### config.mk
export PLATFORM = sky130hd
export DESIGN_NAME = gwm_ctrl
export DESIGN_NICKNAME = d
export VERILOG_FILES = /design/src/gwm_pkg.sv /design/src/gwm_ctrl.sv
export SDC_FILE = /design/constraint.sdc
export NUM_CORES = 1
export LEC_CHECK = 0
export BUFFER_PORTS_ARGS = -buffer_cell sky130_fd_sc_hd__buf_2
export CAP_MARGIN = 20
export CELL_PAD_IN_SITES_DETAIL_PLACEMENT = 1
export CELL_PAD_IN_SITES_GLOBAL_PLACEMENT = 1
export CORE_AREA = 5 5 42 44
export CTS_CLUSTER_DIAMETER = 200
export DETAILED_ROUTE_END_ITERATION = 10
export DIE_AREA = 0 0 47 49
export GPL_TIMING_DRIVEN = 0
export PLACE_DENSITY_LB_ADDON = 0.05
export SYNTH_ARGS = -nofsm -noshare
export SYNTH_HDL_FRONTEND = slang
export SYNTH_SLANG_ARGS = --single-unit
### constraint.sdc
create_clock -name i_clk -period 1.6 [get_ports i_clk]
set_clock_uncertainty 0.1 [all_clocks]
set_input_delay 0.32 -clock i_clk [delete_from_list [all_inputs] [get_ports i_clk]]
set_output_delay 0.32 -clock i_clk [all_outputs]
set_load 0.02 [all_outputs]
### src/gwm_pkg.sv
// ----------------------------------------------------------------------------
// gwm_pkg
// Shared types and constants for the greedy weighted matching engine.
// ----------------------------------------------------------------------------
package gwm_pkg;

    localparam int MAX_NODES_DEF   = 32;
    localparam int WEIGHT_BITS_DEF = 16;

    localparam int IDX_BITS   = 5;
    localparam int WIN_BITS   = 16;
    localparam int CNT_BITS   = 6;
    localparam int TOTAL_BITS = 20;

    localparam logic [CNT_BITS-1:0]   NODE_COUNT_RESET = 6'd32;
    localparam logic [TOTAL_BITS-1:0] TOTAL_MAX        = 20'hFFFFF;

    localparam logic OP_WRITE = 1'b0;
    localparam logic OP_RUN   = 1'b1;

    typedef enum logic [2:0] {
        ST_CLEAR,
        ST_IDLE,
        ST_SCAN,
        ST_DRAIN,
        ST_DECIDE,
        ST_HOLD
    } t_gwm_state;

    typedef struct packed {
        logic clr_step;
        logic wr_en;
        logic run_start;
        logic scan_step;
        logic take;
        logic out_load;
    } t_gwm_cmd;

    typedef struct packed {
        logic clr_done;
        logic last_pair;
        logic few_nodes;
        logic best_zero;
    } t_gwm_sts;

endpackage

### src/gwm_ctrl.sv
// ----------------------------------------------------------------------------
// gwm_ctrl
// Sequencer for store clearing, weight writes, scan passes and result hand-off.
// ----------------------------------------------------------------------------
module gwm_ctrl
    import gwm_pkg::*;
(
    input  logic     i_clk,
    input  logic     i_rst_n,
    input  logic     i_valid,
    input  logic     i_op,
    output logic     o_stall,
    output logic     o_valid,
    input  logic     i_stall,
    input  t_gwm_sts i_sts,
    output t_gwm_cmd o_cmd
);

    t_gwm_state r_state;
    t_gwm_state n_state;
    logic       r_out_valid;
    logic       n_out_valid;
    logic       in_accept;
    logic       out_free;

    assign in_accept = i_valid && (r_state == ST_IDLE);
    assign out_free  = !r_out_valid || !i_stall;

    always_comb begin
        n_state = r_state;
        case (r_state)
            ST_CLEAR: begin
                if (i_sts.clr_done) n_state = ST_IDLE;
            end
            ST_IDLE: begin
                if (in_accept && (i_op == OP_RUN)) begin
                    n_state = i_sts.few_nodes ? ST_HOLD : ST_SCAN;
                end
            end
            ST_SCAN: begin
                if (i_sts.last_pair) n_state = ST_DRAIN;
            end
            ST_DRAIN: begin
                n_state = ST_DECIDE;
            end
            ST_DECIDE: begin
                n_state = i_sts.best_zero ? ST_HOLD : ST_SCAN;
            end
            ST_HOLD: begin
                if (out_free) n_state = ST_IDLE;
            end
            default: begin
                n_state = ST_IDLE;
            end
        endcase
    end

    always_comb begin
        o_cmd = '0;
        case (r_state)
            ST_CLEAR: begin
                o_cmd.clr_step = 1'b1;
            end
            ST_IDLE: begin
                o_cmd.wr_en     = in_accept && (i_op == OP_WRITE);
                o_cmd.run_start = in_accept && (i_op == OP_RUN);
            end
            ST_SCAN: begin
                o_cmd.scan_step = 1'b1;
            end
            ST_DECIDE: begin
                o_cmd.take = !i_sts.best_zero;
            end
            ST_HOLD: begin
                o_cmd.out_load = out_free;
            end
            default: begin
                o_cmd = '0;
            end
        endcase
    end

    always_comb begin
        n_out_valid = r_out_valid;
        if (o_cmd.out_load) begin
            n_out_valid = 1'b1;
        end else if (!i_stall) begin
            n_out_valid = 1'b0;
        end
    end

    always_ff @(posedge i_clk) begin
        if (!i_rst_n) begin
            r_state     <= ST_CLEAR;
            r_out_valid <= 1'b0;
        end else begin
            r_state     <= n_state;
            r_out_valid <= n_out_valid;
        end
    end

    assign o_stall = (r_state != ST_IDLE);
    assign o_valid = r_out_valid;

endmodule

Yosys cells after proc, flatten, opt, wreduce, memory -nomap -nowiden:

Cells that the tools add are included.

* register bits: 4
* input port bits: 9
* word-level logic and storage cells: 37

* equality and inequality tests: 11
* multiplexer cells: 14
* bitwise operators: 1
* reductions and logical operators: 9

Operator list (number)
* $mux 3: 6
* $pmux 3 s6: 1
* $eq 3x2->1 const B: 2
* $eq 3x3->1 const B: 2
* $mux 1: 6
* $ne 2x2->1 const B: 3
* $ne 2x1->1 const B: 2
* $reduce_and 4->1: 1
* $eq 3x1->1 const B: 1
* $logic_and 1x1->1: 3
* $logic_not 1->1: 3
* $logic_not 3->1: 1
* $ne 3x1->1 const B: 1
* $mux 2: 1
* $logic_or 1x1->1: 1
* $not 1->1: 1

Longest topological paths before layout:

* word-level depth: 5
* mapped depth: 5
* depth with buffers taken out: 4

Worst setup path after synthesis:

OpenSTA, ideal clock, no wires.

* kind: reg2out
* from: register r_state[0]
* to: output port o_cmd[4] in the netlist's numbering
* arrival: 1080 ps
* setup slack: 100 ps
* stages on the path, launching flop included: 4
* path through: dfxtp_1 -> nor3b_4 -> nand2_1 -> nor2_1

RTL lines
* from (decl): line gwm_ctrl.sv:19 `t_gwm_state r_state;`
* from (signal assigned): line gwm_ctrl.sv:97 `r_state <= n_state;`
* to (decl): line gwm_ctrl.sv:16 `output t_gwm_cmd o_cmd`

==> flow_summary.yaml <==
die:
  core-area_um2: 1401
  dieHeight_um: 49
  die-area_um2: 2303
  rows: 14
  die_w_um: 47
  io-pin-count: 17
  initial_core_util_pct: 23.75
routing:
  wl_per_cell_um: 13.37
  drt-total-wl_mm: 1.110
  firstDrtPassIters: 3
  drc: 0
  via_per_inst: 4.964
  num_vias: 412
  dr.first_iter.drc_count: 4
  ant_nets: 0
yosys:
  synth_top_area_cell: "dfxtp_1"
  yosys-top-cells-area: "dfxtp_1 (24%), nor4b_4 (7.1%), mux2i_1 (6.0%)"
  syn_avg_cell_area_um2: 8.320
  ys_types: 25
  synth_cells: 40
  synth.yosys.warnings: 0
  synth_area_um2: 332.8
  async_flop_share_pct: 0
  synthDominantCellAreaShare_pct: 24.06
  ys_seq_elements: 4
  synth.net_count: 49
  synthTopCellsByCount: "nand2_1 (5), dfxtp_1 (4), nor2_1 (4)"
  synthFlopType: "dfxtp_1"
  yosysMostFrequentCell: "nand2_1"
  synth_edf_count: 0
  synth-seq-area-share_pct: 24.06
global_route:
  gr-usage-all-layers_pct: 9.845
  grt_antenna_before_repair: 0
  grt_pass1_wl_mm: 1.718
  grt_pass1_vias: 419
  grt_start_max_net_pins: 10
  grt-ovfl-total: 0
timing:
  finalCriticalPeriod_ps: 1684
  relSlewSlack_pct: 83.91
  finalSetupViolCount: 3
  finalHoldViolations: 0
  fmax_mhz: 593.7
  slew_violations: 0
  min_period_over_period_pct: 105.3
  rsz0062_at_grt: "yes"
  tightest_slew_ps: 238.0
  setup_ws_ps: -84.33
critical_path:
  crit_required_ps: 1180
  path_class: "flop to primary output"
  crit_fanout: 4
  reg2reg_depth: 7
  worst_r2r_endpoint: "r_state[1]"
  rrSetupSlack_ps: 140
  reg2reg_from: "r_state[2]"
  crit_path_top_delay_cell: "dfxtp_2"
  endpoint_kind: "primary output"
  cp-startpoint: "r_state[2]"
  crit_end: "o_cmd[4]"
  critPathArrivalTime_ps: 1260
  crit_path_max_incr_delay_ps: 320
  crit_chain: "buf_6 > nor3b_4 > nand2_1 > nor2_1 > buf_4"
  crit_path_start_kind: "flop"
clock_tree:
  cts_buffer_depth: 2
  ctsHtreeMaxLevel: 1
  clock-sinks: 4
  clock_latency_ps: 240
  numCtsBuffers: 3
  root_buffer: "clkbuf_4"
  cts_hold_buf: 0
  clk_pin_slew_ps: 40
  cts_tree: "done"
min_path:
  hp-class: "input pin to flop"
  holdPathStages: 2
power_and_ir_drop:
  irDropWorstVdd_v: 0.0005537
  power_density_nw_per_um2: 775.7
  p_total_uw: 428.0
  p_leak_nw: 0.2529
final_layout:
  num_antenna_cells: 0
  seqCellArea_um2: 86.33
  multi_input_comb_area_um2: 227.7
  finalNetCount: 78
  nFillCells: 176
  drive_above_1_share_pct: 58.21
  syn2layout_area_growth_pct: 65.79
  fin_util_pct: 39.38
run_status:
  violations: "negative setup slack"
  outcome: "complete, but fails checks"
place:
  portBuffers: 16
  gp_congestion: 0.7239
  place_hpwl_um: 742.3
run:
  maxCapViolations: 0
-- through the flow --
stage / hold WS [ps] / setup TNS [ps] / setup slack (ps) / cells / instance area [um^2]
global placement: 433.0 / 0 / 25.75 / 72 / 432.9
finish: 277.0 / -165.8 / -84.33 / 83 / 551.8
CTS: 276.0 / -198.3 / -85.70 / 79 / 503.0
floorplan: 348.2 / 0 / 99.76 / 40 / 332.8
detailed placement: 438.9 / -26.71 / -17.51 / 72 / 432.9
global route: 275.1 / -518.6 / -162.5 / 83 / 551.8
-- kinds of logic after synthesis --
family	count (synthesis)	share of synthesized area, %
simple gates	22	46.24
compound gates	7	13.54
buf+inv	5	10.15
flops	4	24.06
mux	2	6.015
-- cell type report --
cell class | instances | area share (%)
flip-flops and latches | 4 | 15.65
clock buffers | 3 | 4.082
multi-input cells | 31 | 41.27
repair buffers | 25 | 29.25
plain buffers | 2 | 4.762
inverters | 2 | 1.361
well taps | 16 | 3.628
-- cell usage in the layout, fill, tap and decap left out --
| cell | count |
|---|---|
| a21boi_0 | 1 |
| a21oi_1 | 1 |
| a21oi_2 | 1 |
| a31oi_1 | 1 |
| and3_1 | 1 |
| and3_2 | 1 |
| buf_2 | 12 |
| buf_4 | 12 |
| buf_6 | 2 |
| buf_8 | 1 |
| clkbuf_4 | 3 |
| dfxtp_1 | 1 |
| dfxtp_2 | 2 |
| dfxtp_4 | 1 |
| inv_1 | 2 |
| mux2i_1 | 2 |
| nand2_1 | 5 |
| nand2_2 | 1 |
| nand2b_1 | 1 |
| nand3b_1 | 2 |
| nand4bb_1 | 1 |
| nor2_1 | 4 |
| nor2b_1 | 1 |
| nor3_1 | 1 |
| nor3_2 | 1 |
| nor3b_4 | 1 |
| nor4b_1 | 1 |
| nor4b_4 | 1 |
| o21ai_0 | 1 |
| o221ai_1 | 1 |
| o31ai_1 | 1 |
-- where the power goes --
part | internal, mW | total (mW) | switching (mW)
clock network | 0.0839 | 0.126 | 0.0421
registers | 0.110 | 0.124 | 0.0138
logic | 0.0917 | 0.178 | 0.0863
total | 0.286 | 0.428 | 0.142
-- worst min path at each step --
stage,startpoint,end,slack (ps)
after global routing,i_rst_n,r_state[2],280
after global placement,o_valid,o_valid,430
after floorplan,i_rst_n,r_state[2],350
final,i_rst_n,o_valid,280
after CTS,i_rst_n,r_state[2],280
after detailed placement,o_valid,o_valid,440
-- critical path, delay by kind of cell, from the launching register on --
family | cells | cell delay [ps]
and+or+nand+nor | 3 | 430
DFF | 1 | 320
buffers and inverters | 2 | 270
-- registers in the layout, indices dropped and copies added (netlist names) --
register and count:
o_valid 1, r_state 3
-- what timing repair did --
action,in CTS,in global routing
setup buffers,5,3
setup endpoints to repair,6,7
gates resized for setup,7,8
pin swaps,1,3
gates cloned,0,1
hold endpoints to repair,0,0
-- layer usage --
layer	vias to the layer above	part of all wire, %	track usage (%)
met1	194	37	11.82
met5	-	0	0
met2	18	54	15.84
met4	0	1.7	2.765
met3	2	7.4	3.690
li1	198	-	-
(Power assumes the default switching activity.)
